--- src/ssc_pkg.sv ---
// shared types, widths and d8 helper functions for the stream side classifier
// no dependencies
package ssc_pkg;

  localparam int IN_W  = 40;
  localparam int OUT_W = 8;
  localparam int NB    = 8;

  typedef struct packed {
    logic trib;
    logic right;
  } lane_res_t;

  // d8 x offset: {0,1,1,1,0,-1,-1,-1}
  function automatic logic signed [1:0] d8_dx(input logic [2:0] d);
    logic signed [1:0] v;
    case (d)
      3'd1, 3'd2, 3'd3: v = 2'sd1;
      3'd5, 3'd6, 3'd7: v = -2'sd1;
      default:          v = 2'sd0;
    endcase
    return v;
  endfunction

  // d8 y offset: {1,1,0,-1,-1,-1,0,1}
  function automatic logic signed [1:0] d8_dy(input logic [2:0] d);
    logic signed [1:0] v;
    case (d)
      3'd0, 3'd1, 3'd7: v = 2'sd1;
      3'd3, 3'd4, 3'd5: v = -2'sd1;
      default:          v = 2'sd0;
    endcase
    return v;
  endfunction

  // z component of the cross product of two d8 unit offsets, range -2..2
  function automatic logic signed [2:0] cross_z(input logic [2:0] a, input logic [2:0] b);
    logic signed [2:0] ax, ay, bx, by;
    ax = 3'(d8_dx(a));
    ay = 3'(d8_dy(a));
    bx = 3'(d8_dx(b));
    by = 3'(d8_dy(b));
    return 3'(ax * by - ay * bx);
  endfunction

  // direction pointing the other way
  function automatic logic [2:0] opp_dir(input logic [2:0] d);
    return d + 3'd4;
  endfunction

endpackage

--- src/ssc_lane.sv ---
// one neighbour lane: tributary detect and side decision for that tributary
// depends on ssc_pkg
module ssc_lane import ssc_pkg::*; (
  input  logic [2:0] idx,
  input  logic [2:0] flow_dir,
  input  logic [2:0] stream_dir,
  input  logic       nb_valid,
  input  logic [2:0] nb_dir,
  output lane_res_t  res
);

  logic [2:0]        trib_code;
  logic signed [2:0] za, zb, zc;
  logic              same_sign;

  // a tributary points back at the stream cell
  assign trib_code = opp_dir(idx);
  assign res.trib  = nb_valid && (nb_dir == trib_code);

  // cross products of flow, stream and tributary directions
  assign za = cross_z(flow_dir, stream_dir);
  assign zb = cross_z(flow_dir, trib_code);
  assign zc = cross_z(stream_dir, trib_code);

  // za*zb >= 0 with zb nonzero, else fall back on the sharp bend test
  assign same_sign = (zb != 3'sd0) && ((za == 3'sd0) || (za[2] == zb[2]));
  assign res.right = same_sign ? zb[2] : zc[2];

endmodule

--- src/ssc_core.sv ---
// combinational side decision over all eight neighbours
// depends on ssc_pkg and ssc_lane
module ssc_core import ssc_pkg::*; (
  input  logic [2:0]    flow_dir,
  input  logic [2:0]    stream_dir,
  input  logic [NB-1:0] neighbour_valid,
  input  logic [23:0]   neighbour_dirs,
  output logic          on_left,
  output logic          on_right
);

  lane_res_t     lane_res [NB];
  logic [NB-1:0] trib;
  logic [NB-1:0] right;
  logic          opposite;
  logic          all_right;
  logic          none_right;
  logic          undet;

  // one lane per neighbour position
  for (genvar g = 0; g < NB; g++) begin : g_lane
    ssc_lane u_lane (
      .idx        (3'(g)),
      .flow_dir   (flow_dir),
      .stream_dir (stream_dir),
      .nb_valid   (neighbour_valid[g]),
      .nb_dir     (neighbour_dirs[3*g +: 3]),
      .res        (lane_res[g])
    );
    assign trib[g]  = lane_res[g].trib;
    assign right[g] = lane_res[g].right;
  end

  // tributaries must all agree, else the line lies between two of them
  assign opposite   = (stream_dir == opp_dir(flow_dir));
  assign all_right  = ((trib & right) == trib);
  assign none_right = ((trib & right) == '0);
  assign undet      = opposite || (trib == '0) || !(all_right || none_right);

  assign on_right = undet || all_right;
  assign on_left  = undet || !all_right;

endmodule

--- src/stream_side_classifier.sv ---
// top level of the stream side classifier: input stage, decision logic, output register
// depends on ssc_pkg and ssc_core
//
// Decides on which side of a stream a flow line enters, from the flow
// direction, the stream cell's d8 direction and its eight neighbours. One
// word is accepted every clock cycle; an accepted word is held in the input
// stage register, then the output register takes the decision and offers
// the result, and the whole neighbourhood is judged in one pass of the
// eight-lane decision logic between them. The input stalls only while both
// registers hold a word and m_tready is low. Both on_left and on_right set
// means the side is undetermined (opposite flow, channel head or
// disagreeing tributaries).
module stream_side_classifier import ssc_pkg::*; (
  input  logic             clk,
  input  logic             rst,
  input  logic             s_tvalid,
  output logic             s_tready,
  // flow_dir[2:0], stream_dir[5:3], neighbour_valid[13:6],
  // neighbour_dirs[37:14], zero[39:38]
  input  logic [IN_W-1:0]  s_tdata,
  output logic             m_tvalid,
  input  logic             m_tready,
  // on_left[0], on_right[1], zero[7:2]
  output logic [OUT_W-1:0] m_tdata
);

  logic          s1_valid;
  logic [2:0]    s1_flow_dir;
  logic [2:0]    s1_stream_dir;
  logic [NB-1:0] s1_nb_valid;
  logic [23:0]   s1_nb_dirs;
  logic          on_left;
  logic          on_right;
  logic          out_free;
  logic          s1_take;

  // stage flow control
  assign out_free = !m_tvalid || m_tready;
  assign s_tready = !s1_valid || out_free;
  assign s1_take  = s_tvalid && s_tready;

  // input stage
  always_ff @(posedge clk) begin
    if (rst) begin
      s1_valid <= 1'b0;
    end else if (s_tready) begin
      s1_valid <= s_tvalid;
    end
  end

  always_ff @(posedge clk) begin
    if (s1_take) begin
      s1_flow_dir   <= s_tdata[2:0];
      s1_stream_dir <= s_tdata[5:3];
      s1_nb_valid   <= s_tdata[13:6];
      s1_nb_dirs    <= s_tdata[37:14];
    end
  end

  // side decision
  ssc_core u_core (
    .flow_dir        (s1_flow_dir),
    .stream_dir      (s1_stream_dir),
    .neighbour_valid (s1_nb_valid),
    .neighbour_dirs  (s1_nb_dirs),
    .on_left         (on_left),
    .on_right        (on_right)
  );

  // output register
  always_ff @(posedge clk) begin
    if (rst) begin
      m_tvalid <= 1'b0;
    end else if (out_free) begin
      m_tvalid <= s1_valid;
    end
  end

  always_ff @(posedge clk) begin
    if (out_free && s1_valid) begin
      m_tdata <= {{(OUT_W-2){1'b0}}, on_right, on_left};
    end
  end

endmodule

--- config.mk ---
export PLATFORM = sky130hd
export DESIGN_NAME = stream_side_classifier
export DESIGN_NICKNAME = d
export VERILOG_FILES = /design/src/ssc_pkg.sv /design/src/ssc_lane.sv /design/src/ssc_core.sv /design/src/stream_side_classifier.sv
export SDC_FILE = /design/constraint.sdc
export NUM_CORES = 1
export LEC_CHECK = 0
export ABC_CLOCK_PERIOD_IN_PS = 9900
export BUFFER_PORTS_ARGS = -buffer_cell sky130_fd_sc_hd__buf_2
export CAP_MARGIN = 20
export CELL_PAD_IN_SITES_DETAIL_PLACEMENT = 1
export CELL_PAD_IN_SITES_GLOBAL_PLACEMENT = 1
export CORE_AREA = 2 2 83 85
export DETAILED_ROUTE_END_ITERATION = 8
export DIE_AREA = 0 0 85 87
export PLACE_DENSITY = 0.74
export SLEW_MARGIN = 5
export SYNTH_ARGS = -nofsm -noshare
export SYNTH_HDL_FRONTEND = slang
export SYNTH_SLANG_ARGS = --single-unit
--- constraint.sdc ---
create_clock -name clk -period 9.9 [get_ports clk]
set_input_delay 0.99 -clock clk [delete_from_list [all_inputs] [get_ports clk]]
set_output_delay 0.99 -clock clk [all_outputs]
set_load 0.01 [all_outputs]
==> summary.txt, run 1 <==
Cells and area
  • Share of cells above drive strength 1: 28.0%
  • Commonest non-fill, non-tap cells in the layout: buf_2, edfxtp_1, inv_1, nand2_1, nor2_1
  • Area Overhead vs Synth: 14.6%
  • Commonest non-fill, non-tap cell in the layout: buf_2
  • Fin nets: ~320
  • Design area: 2870 um^2
  • Diode count: 0

Route
  • DRC: 0
  • ANT nets after route: 0
  • DRT iter0 DRCs: 69
  • Overall routed net length: 5610 um
  • WL per Instance: 16.3 um
  • TritonRoute pass-1 iters: 4
  • Avg Vias per Cell: 5.33
  • DR vias: 1834

Place
  • Dpl cell area: between 2000 and 3000 um^2
  • Gp weighted congestion: 0.830
  • Dpl hpwl: 4380 um
  • I/O Buffers: 45

CTS
  • CTS tree: done
  • Sinks on the clock net: 42
  • Post-CTS setup buffer count: 0
  • Num CTS Buffers: 5
  • H-tree depth: 2
  • Worst skew pair latency: 0.29 ns
  • PostCTS Resize Cnt: 0
  • Hold buffer count at CTS: 0
  • Clock buffer depth: 2
  • Worst-path clk slew: around 0.08 ns
  • Clock root buffer: clkbuf_8

Synth
  • Synth top area share: a little under half
  • Async SR Flop Fraction: 0%
  • Synth area leader: edfxtp_1
  • Post-synthesis adder-cell area fraction: under 10%
  • Yosys reg bits: 42
  • Synth Instances: 217
  • Syn_area_per_cell: 11.5 um^2
  • Fraction of synthesized cell area in xor and xnor cells: 3.85%
  • Main combinational cell family by area after synthesis: simple AND/OR/NAND/NOR gates
  • Largest cells by area after synthesis: edfxtp_1, ha_1, xnor2_1
  • Multiplexer area fraction after synthesis: 1.70%
  • Prevailing post-synth register cell: edfxtp_1
  • Synth Area in Compound Gates: 15.3%
  • Yosys warns: 0
  • Seq/Total Area, Yosys: 49.6%
  • EDFF count, synth: 40
  • Synth unique cells: 63
  • Simple-gate share of the synthesized area: roughly 16%
  • Cell Area, Synth: about 2500 um^2

GRT
  • Total grt overflow: 0
  • First-pass GRT wire length: just over 9000 um
  • Vias in the first global route: 1933
  • Initial antenna violation count: 0
  • Pin count of the biggest net entering global routing: 39
  • GRT Resource Usage Total: 16.0%

Timing
  • Fmax: 200 MHz
  • Final hold violations: 0
  • Rel. slew slack: between 60% and 70%
  • Max-slew violation count: 0
  • Final setup fails: 0
  • Final worst-path cycle share: 50.6%
  • Worst Tran Pin Value: ~0.6 ns
  • Post-layout minimum cycle time: about 5.0 ns
  • Sum Neg Setup Slack: 0 ns
  • Final Skew: approximately 0.0029 ns
  • RSZ-0062 raised after global routing: no

Power
  • P per Cell Area: 171 nW/um^2
  • Max IR drop VDD: 0.115 mV
  • Pleak: 1.15 nW

Setup path
  • Worst path slowest cell: edfxtp_1
  • Critical path data arrival time: 5.05 ns
  • Crit-path max FO: 13
  • CP startpoint kind: flop
  • CP peak stage delay: 0.67 ns
  • Ordered cell list for the critical path: mux2_2 > nand2b_1 > fa_1 > ha_1 > inv_1 > fa_1 > ha_1 > xnor2_1 > xnor2_1 > nor3_1 > nor4_2 > nor3_2 > o22ai_1 > nor4_1 > or4_1
  • CP Data Required Time: 9.94 ns
  • CP Capture Type: flop
  • WS Path Type: flop to flop

Die
  • DIE AREA: 7400 um^2
  • Num rows: 30
  • Initial core utilization: 38.1%
  • CORE AREA: 6570 um^2
  • Width of the die: 85 um
  • Die H: 87 um
  • I/O pin total: 54

Run status
  • Status: completed

Flow run
  • Max-cap violation count: 0

Worst hold path
  • Worst Hold Class: flop to flop
layer usage:
layer	routed length, um	global-route usage (%)
met5	0	0
met4	126	6.49
met3	221	2.37
met2	2960	29.5
met1	2300	18.7
layout make-up:
type	instances	area, um^2
inverters	18	67.6
repair buffers	46	233
multi-input cells	150	1110
clock inverters	3	45.0
flip-flops and latches	42	1240
well taps	80	100
clock buffers	5	68.8
fillers	740	3700
per-stage QoR:
stage                     cells  util [%]  setup slack, ns  hold WS (ns)  power (W)
after global placement      336      41.9             4.92         0.499   0.000355
final                       344      43.7             4.89         0.530   0.000491
after floorplan             222         -             5.40         0.478   0.000327
after CTS                   344      43.7             4.88         0.536   0.000497
after detailed placement    336      41.9             4.91         0.524   0.000360
after global routing        344      43.7             4.60         0.567   0.000520
flip-flops by register name, indices dropped and copies added, names as in the netlist:
signal and flops:
s1_nb_dirs 24, s1_nb_valid 8, s1_valid 1, s1_flow_dir 3
s1_stream_dir 3, m_tvalid 1, m_tdata 2
critical path: cells and delay by family, from the launching register on:
family	cells	cell delay, ns
and+or+nand+nor	6	1.41
DFF	1	0.67
muxes	1	0.46
adders and majority gates	4	1.44
xor gates and xnor gates	2	0.47
buffers and inverters	1	0.05
AOI/OAI and AO/OA	1	0.25
cells by family (layout without fill, tap and decap cells):
group                      count (synthesis)  in the layout
AOI/OAI and AO/OA                         51             51
other                                      1              6
adders and majority gates                 12             12
muxes                                      4              4
DFF                                       42             42
buffers and inverters                     30             72
xor gates and xnor gates                  11             11
and+or+nand+nor                           66             66
cell usage after synthesis (all sizes together), types with 2 or more instances:
cell,n
a21o,3
a21oi,13
a31oi,5
and2,3
buf,12
dfxtp,2
edfxtp,40
fa,2
ha,10
inv,18
mux2,2
mux2i,2
nand2,15
nand2b,4
nand3,5
nand4,2
nand4b,5
nor2,12
nor2b,3
nor3,6
nor4,2
o21a,2
o21ai,8
o22ai,4
o2bb2ai,2
or4b,2
xnor2,8
xor2,3
power by group:
part / leakage (nW) / switching (W) / total [W] / internal [W]
combinational: 0.694 / 0.0000815 / 0.000142 / 0.0000602
sequential: 0.406 / 0.00000795 / 0.000215 / 0.000207
clock: 0.0504 / 0.0000596 / 0.000135 / 0.0000750
total: 1.15 / 0.000149 / 0.000491 / 0.000342
final timing paths:
path	from	to	slack, ns	cells past startpoint
worst max-delay path	s1_stream_dir[2]	m_tdata[1]	4.89	15
worst min-delay path	s1_valid	m_tvalid	0.53	2
worst max register to register	s1_stream_dir[2]	m_tdata[1]	4.89	15
worst min register to register	s1_valid	m_tvalid	0.53	2
Note: power is estimated with default switching activity, not from simulation.
==> run 2, diff against run 1 <==
ABC_CLOCK_PERIOD_IN_PS = 4200   (was 9900)
CORE_AREA = 2 2 84 86   (was 2 2 83 85)
DIE_AREA = 0 0 86 88   (was 0 0 85 87)
PLACE_DENSITY = 0.75   (was 0.74)
clock period = 4.2 ns   (was 9.9 ns; I/O delays follow)
==> run 2 against run 1 <==
  * The run now ends with setup timing left
  * Clock power grew 70%
  * Sequential cell count did not move
  * Routed wire length rose by 0.96%
  * Final cell count grew 9.0%
  * Largest cell class unchanged
==> summary.txt, run 2 (synthesized netlist as in run 1, its figures left out) <==
Flow run
  • Max-cap violation count: 0 (unchanged)

GRT
  • Initial antenna violation count: 0 (unchanged)
  • First-pass GRT wire length: 9570 um (+3.3%)
  • Most Crowded Layer GR: met2
  • Met2 GRT Util: 30.9% (+1.4 points)
  • Met1 GRT Util: 18.3% (-0.38 points)
  • Pin count of the biggest net entering global routing: 39 (unchanged)
  • Vias in the first global route: 2109 (+9.1%)
  • Grt met3 use: 2.36% (-0.013 points)
  • GRT Resource Usage Total: 16.2% (+0.13 points)
  • Total grt overflow: 0 (unchanged)

Cells and area
  • Commonest non-fill, non-tap cells in the layout: buf_2, edfxtp_1, buf_4, inv_1, nand2_1
  • Layout fillers: 733 (-0.95%)
  • Area Overhead vs Synth: 26.3%
  • Fin nets: 350 (+9.7%)
  • Design area: 3160 um^2 (+10%)
  • Share of cells above drive strength 1: 38.6% (+11 points)
  • Max reg flops: 24 (unchanged)
  • Largest registers: s1_nb_dirs: 24 flops, s1_nb_valid: 8 flops
  • Commonest non-fill, non-tap cell in the layout: buf_2
  • Post-Layout Cell Count: 375 (+9.0%)
  • Largest Register: s1_nb_dirs
  • Diode count: 0 (unchanged)

Timing
  • Post-layout minimum cycle time: 4.36 ns (-0.648 ns)
  • RSZ-0062 raised after global routing: yes
  • Final setup margin: -0.161 ns (-5.05 ns)
  • Hold_ws: 0.311 ns (-0.219 ns)
  • Final worst-path cycle share: 104% (+53 points)
  • Final hold violations: 0 (unchanged)
  • Final setup fails: 2 (+2)
  • Fmax: 229 MHz (+15%)
  • Max-slew violation count: 0 (unchanged)
  • Final Skew: 0.00200 ns (-0.000913 ns)

Power
  • Switching part of the total: 30.5% (+0.15 points)
  • Clock network power share: 19.4% (-8.0 points)
  • Pleak: 1.32 nW (+15%)
  • P per Cell Area: 376 nW/um^2 (+120%)
  • Sw power: 0.000363 W (+140%)
  • Comb pwr share: 38.9% (+10 points)
  • Max IR drop VDD: 0.282 mV (+150%)
  • Reg power frac: 41.7% (-2.0 points)
  • Cell-internal power: 0.000825 W (+140%)

Place
  • Worst slack, placed: -0.256 ns (-5.17 ns)
  • Gp weighted congestion: 0.846 (+1.9%)
  • Dpl hpwl: 4670 um (+6.5%)
  • DP Cell Count: 361 (+7.4%)
  • I/O Buffers: 45 (unchanged)
  • Dpl cell area: 2980 um^2 (+8.3%)

Setup path
  • Worst path slowest cell: or4_1
  • Worst Setup SP: s1_stream_dir[1]
  • Critical path data arrival time: 4.37 ns (-0.68 ns)
  • Ordered cell list for the critical path: nand2_1 > mux2_4 > nand2b_4 > fa_1 > ha_1 > inv_1 > fa_1 > ha_2 > xnor2_2 > xnor2_2 > or3_4 > nand3_4 > and2_4 > o2bb2ai_2 > o22ai_1 > or4_1
  • R2r endpoint: m_tdata[1]
  • CP Data Required Time: 4.21 ns (-5.73 ns)
  • Reg2reg start: s1_stream_dir[1]
  • Crit path capture: m_tdata[1]
  • Crit-path max FO: 6 (-7)
  • Register-to-Register Path Depth: 16 (+1)
  • CP Capture Type: flop
  • WS Path Type: flop to flop
  • CP peak stage delay: 0.48 ns (-0.19 ns)
  • CP startpoint kind: flop
  • Reg-to-reg setup timing slack: -0.16 ns (-5.05 ns)

CTS
  • Worst-path clk slew: 0.07 ns (about the same)
  • Clock root buffer: clkbuf_8
  • Worst skew pair latency: 0.28 ns (about the same)
  • CTS tree: done
  • Clock buffer depth: 2 (unchanged)
  • Sinks on the clock net: 42 (unchanged)
  • H-tree depth: 2 (unchanged)
  • Hold buffer count at CTS: 0 (unchanged)
  • Num CTS Buffers: 5 (unchanged)

Die
  • I/O pin total: 54 (unchanged)
  • Die H: 88 um (+1.1%)
  • CORE AREA: 6640 um^2 (+1.1%)
  • Width of the die: 86 um (+1.2%)
  • Num rows: 30 (unchanged)
  • Initial core utilization: 37.7% (-0.43 points)
  • DIE AREA: 7570 um^2 (+2.3%)

Worst hold path
  • Worst Hold Class: input port to flop
  • Hold Startpoint: rst

Route
  • DR vias: 1916 (+4.5%)
  • DRT iter0 DRCs: 37 (-46%)
  • Overall routed net length: 5660 um (+0.96%)
  • ANT nets after route: 0 (unchanged)
  • WL per Instance: 15.1 um (-7.4%)
  • TritonRoute pass-1 iters: 4 (unchanged)
  • DRC: 0 (unchanged)
  • Avg Vias per Cell: 5.11 (-4.2%)

Run status
  • Status: complete, but fails checks
  • Failing checks: setup timing
run 2: how the worst min path moves through the flow:
stage                          to  slack [ns]  cells past startpoint
floorplan                m_tvalid        0.48                      2
global placement         m_tvalid        0.50                      2
detailed placement       m_tvalid        0.52                      2
CTS                 s1_nb_dirs[4]        0.30                      1
global route        s1_nb_dirs[4]        0.30                      1
finish                   m_tvalid        0.31                      2
run 2: power groups by stage:
stage / Sequential, W / Clock, W / Combinational, W
after floorplan: 0.000504 / 0 / 0.000290
after global routing: 0.000498 / 0.000252 / 0.000509
final: 0.000495 / 0.000230 / 0.000462
after global placement: 0.000503 / 0 / 0.000402
after CTS: 0.000496 / 0.000240 / 0.000446
after detailed placement: 0.000505 / 0 / 0.000417
run 2: repair_timing:
item,4_1_cts,5_1_grt
pin swaps,10,5
setup buffers,5,1
endpoints found under the setup margin,2,2
gates resized for setup,3,5
run 2: through the flow:
step                total power (W)  util [%]  TNS, ns
global placement           0.000905      44.9   -0.348
CTS                         0.00118      46.9   -0.352
finish                      0.00119      47.6   -0.310
detailed placement         0.000921      44.9   -0.484
floorplan                  0.000794         -   -0.264
global route                0.00126      47.6   -0.739
run 2: area by class of cell:
| type | count | area (um^2) | area share, % |
|---|---|---|---|
| flip-flops and latches | 42 | 1240 | 39.3 |
| multi-input cells | 150 | 1210 | 38.1 |
| repair buffers | 77 | 465 | 14.7 |
| well taps | 80 | 100 | 3.17 |
| clock buffers | 6 | 72.6 | 2.30 |
| inverters | 18 | 67.6 | 2.14 |
| clock inverters | 2 | 8.76 | 0.277 |
run 2: metal layers:
| layer | share of wire [%] | vias to the layer above |
|---|---|---|
| met2 | 54 | 43 |
| met4 | 0.97 | 0 |
| met5 | 0 | - |
| met3 | 3.0 | 6 |
| met1 | 42 | 922 |
| li1 | - | 945 |
run 2: worst max-delay path: cells and delay by family (launching register included):
family                     cells  cell delay, ns
and+or+nand+nor                6            1.40
adders and majority gates      4            1.36
DFF                            1            0.40
xor gates and xnor gates       2            0.31
muxes                          1            0.30
AOI/OAI and AO/OA              2            0.26
buffers and inverters          1            0.05
==> run 3, diff against run 2 <==
CORE_AREA = 2 2 80 90   (was 2 2 84 86)
CTS_CLUSTER_DIAMETER = 80   (was unset)
DIE_AREA = 0 0 82 92   (was 0 0 86 88)
PLACE_DENSITY = 0.76   (was 0.75)
==> run 3 against run 2 <==
  * The flow still finishes with violations (setup timing)
  * Setup slack worse by 0.0067 ns
  * Hold slack got worse by 0.018 ns
  * Register-to-register slack about the same
  * Clock-buffer cell count is the same
  * Maximum frequency fell by 0.15%
  * Final cell count is 1.3% higher
  * Power rose by 8.9%
  * Critical endpoint is now m_tdata[0]
  * Largest power group unchanged
==> summary.txt, run 3 (synthesized netlist as in run 1, its figures left out) <==
CTS
  • Num CTS Buffers: 5 (unchanged)
  • Clock root buffer: clkbuf_8
  • CTS tree: done
  • Clock buffer depth: 2 (unchanged)
  • Hold buffer count at CTS: 0 (unchanged)
  • Sinks on the clock net: 42 (unchanged)
  • Worst skew pair latency: 0.29 ns (about the same)
  • Worst-path clk slew: 0.08 ns (about the same)
  • H-tree depth: 2 (unchanged)

Worst hold path
  • Worst Hold Class: input port to flop
  • Hold Path Depth: 2 (unchanged)
  • Worst hold endpoint: s1_valid
  • Hold Startpoint: rst

Setup path
  • CP Capture Type: flop
  • Reg2reg start: s1_stream_dir[2]
  • CP startpoint kind: flop
  • Reg-to-reg setup timing slack: -0.17 ns (about the same)
  • WS Path Type: flop to flop
  • Crit-path max FO: 4 (-2)
  • R2r endpoint: m_tdata[0]
  • Register-to-Register Path Depth: 15 (-1)
  • CP Data Required Time: 4.22 ns (about the same)
  • Critical path data arrival time: 4.39 ns (+0.02 ns)

Timing
  • Hold_ws: 0.294 ns (-0.0176 ns)
  • Final setup fails: 2 (unchanged)
  • Final Skew: 0.00454 ns (+0.00255 ns)
  • Max-slew violation count: 0 (unchanged)
  • Post-layout minimum cycle time: 4.37 ns (+0.00669 ns)
  • Final hold violations: 0 (unchanged)
  • RSZ-0062 raised after global routing: yes
  • Final worst-path cycle share: 104% (+0.16 points)
  • Final setup margin: -0.168 ns (-0.00669 ns)
  • Fmax: 229 MHz (-0.15%)

GRT
  • Pin count of the biggest net entering global routing: 39 (unchanged)
  • Met2 GRT Util: 31.2% (+0.30 points)
  • GRT Resource Usage Total: 17.1% (+0.93 points)
  • First-pass GRT wire length: 9630 um (+0.65%)
  • Vias in the first global route: 1989 (-5.7%)
  • Initial antenna violation count: 0 (unchanged)
  • Met1 GRT Util: 20.5% (+2.2 points)
  • Total grt overflow: 0 (unchanged)
  • Most Crowded Layer GR: met2
  • Grt met3 use: 2.17% (-0.19 points)

Route
  • Overall routed net length: 5930 um (+4.7%)
  • DRT iter0 DRCs: 43 (+16%)
  • DR vias: 1941 (+1.3%)
  • ANT nets after route: 0 (unchanged)
  • TritonRoute pass-1 iters: 4 (unchanged)
  • DRC: 0 (unchanged)
  • Avg Vias per Cell: 5.11 (about the same)
  • WL per Instance: 15.6 um (+3.3%)

Place
  • I/O Buffers: 45 (unchanged)
  • Dpl hpwl: 4620 um (-1.1%)
  • Dpl cell area: 2990 um^2 (+0.21%)
  • Gp weighted congestion: 0.867 (+2.6%)

Die
  • I/O pin total: 54 (unchanged)
  • DIE AREA: 7540 um^2 (-0.32%)
  • Initial core utilization: 37.2% (-0.46 points)
  • Width of the die: 82 um (-4.7%)
  • Num rows: 32 (+6.7%)
  • Die H: 92 um (+4.5%)
  • CORE AREA: 6730 um^2 (+1.2%)

Cells and area
  • Commonest non-fill, non-tap cells in the layout: buf_2, edfxtp_1, buf_4, inv_1, nand2_1
  • Design area: 3230 um^2 (+2.2%)
  • Fin nets: 350 (unchanged)
  • Largest Register: s1_nb_dirs
  • Diode count: 0 (unchanged)
  • Commonest non-fill, non-tap cell in the layout: buf_2
  • Largest registers: s1_nb_dirs: 24 flops, s1_nb_valid: 8 flops
  • Max reg flops: 24 (unchanged)
  • Share of cells above drive strength 1: 41.0% (+2.4 points)
  • Layout fillers: 764 (+4.2%)
  • FF+latch area: 1240 um^2 (unchanged)
  • Area Overhead vs Synth: 29.0%
  • Multi-input gate area: 1240 um^2 (+2.8%)

Run status
  • Status: complete, but fails checks
  • Failing checks: setup timing

Power
  • Pleak: 1.33 nW (+0.78%)
  • P per Cell Area: 400 nW/um^2 (+6.6%)
  • Max IR drop VDD: 0.253 mV (-10%)

Flow run
  • Max-cap violation count: 0 (unchanged)
==> run 3: worst max-delay path by stage <==
stage                     start    endpoint  slack, ns  cells past startpoint
6_report       s1_stream_dir[2]  m_tdata[0]      -0.17                     15
5_1_grt        s1_stream_dir[1]  m_tdata[1]      -0.31                     17
4_1_cts        s1_stream_dir[2]  m_tdata[1]      -0.16                     15
3_5_place_dp   s1_stream_dir[2]  m_tdata[0]      -0.24                     15
3_3_place_gp   s1_stream_dir[2]  m_tdata[1]      -0.15                     15
2_1_floorplan  s1_stream_dir[2]  m_tdata[1]      -0.16                     16
==> run 3: what timing repair did <==
action                     4_1_cts  5_1_grt
gates cloned                     0        0
gates resized for setup         11        6
setup endpoints to repair        2        2
pin swaps                        4        5
setup buffers                    4        2
==> run 3: layer usage <==
metal,wire length (um),up-vias
li1,-,947
met1,2340,945
met2,3350,43
met3,173,6
met4,71,0
met5,0,-
==> run 3: worst max-delay path: stages, from the launching register on <==
cell      delay [ns]
edfxtp_1        0.41
mux2_4          0.34
nand2b_4        0.14
fa_1            0.43
ha_1            0.31
inv_2           0.04
fa_1            0.48
ha_2            0.28
or4b_4          0.56
nand2_4         0.11
nor4_2          0.05
buf_4           0.17
nor3_4          0.25
a2bb2o_4        0.26
a21oi_2         0.13
nand4b_1        0.13
==> run 3: final cells by class <==
type | instances | share of cell area [%]
Sequential cell | 42 | 38.4
Multi-Input combinational cell | 150 | 38.4
Timing Repair Buffer | 77 | 14.4
Tap cell | 85 | 3.29
Clock buffer | 6 | 2.25
Inverter | 18 | 2.09
Clock inverter | 2 | 1.16
==> run 3: stage by stage <==
stage               TNS [ns]  std cells  setup slack [ns]  power, W  util (%)
floorplan             -0.264        222            -0.159  0.000794         -
global placement      -0.277        366            -0.151  0.000908      44.4
detailed placement    -0.469        366            -0.241  0.000925      44.4
finish                -0.332        380            -0.168   0.00129      48.0
CTS                   -0.322        378            -0.163   0.00128      47.3
global route          -0.610        380            -0.305   0.00137      48.0
==> run 3: where the power goes <==
part / switching, W / internal, W
sequential: 0.00000861 / 0.000487
combinational: 0.000255 / 0.000231
clock: 0.000135 / 0.000177
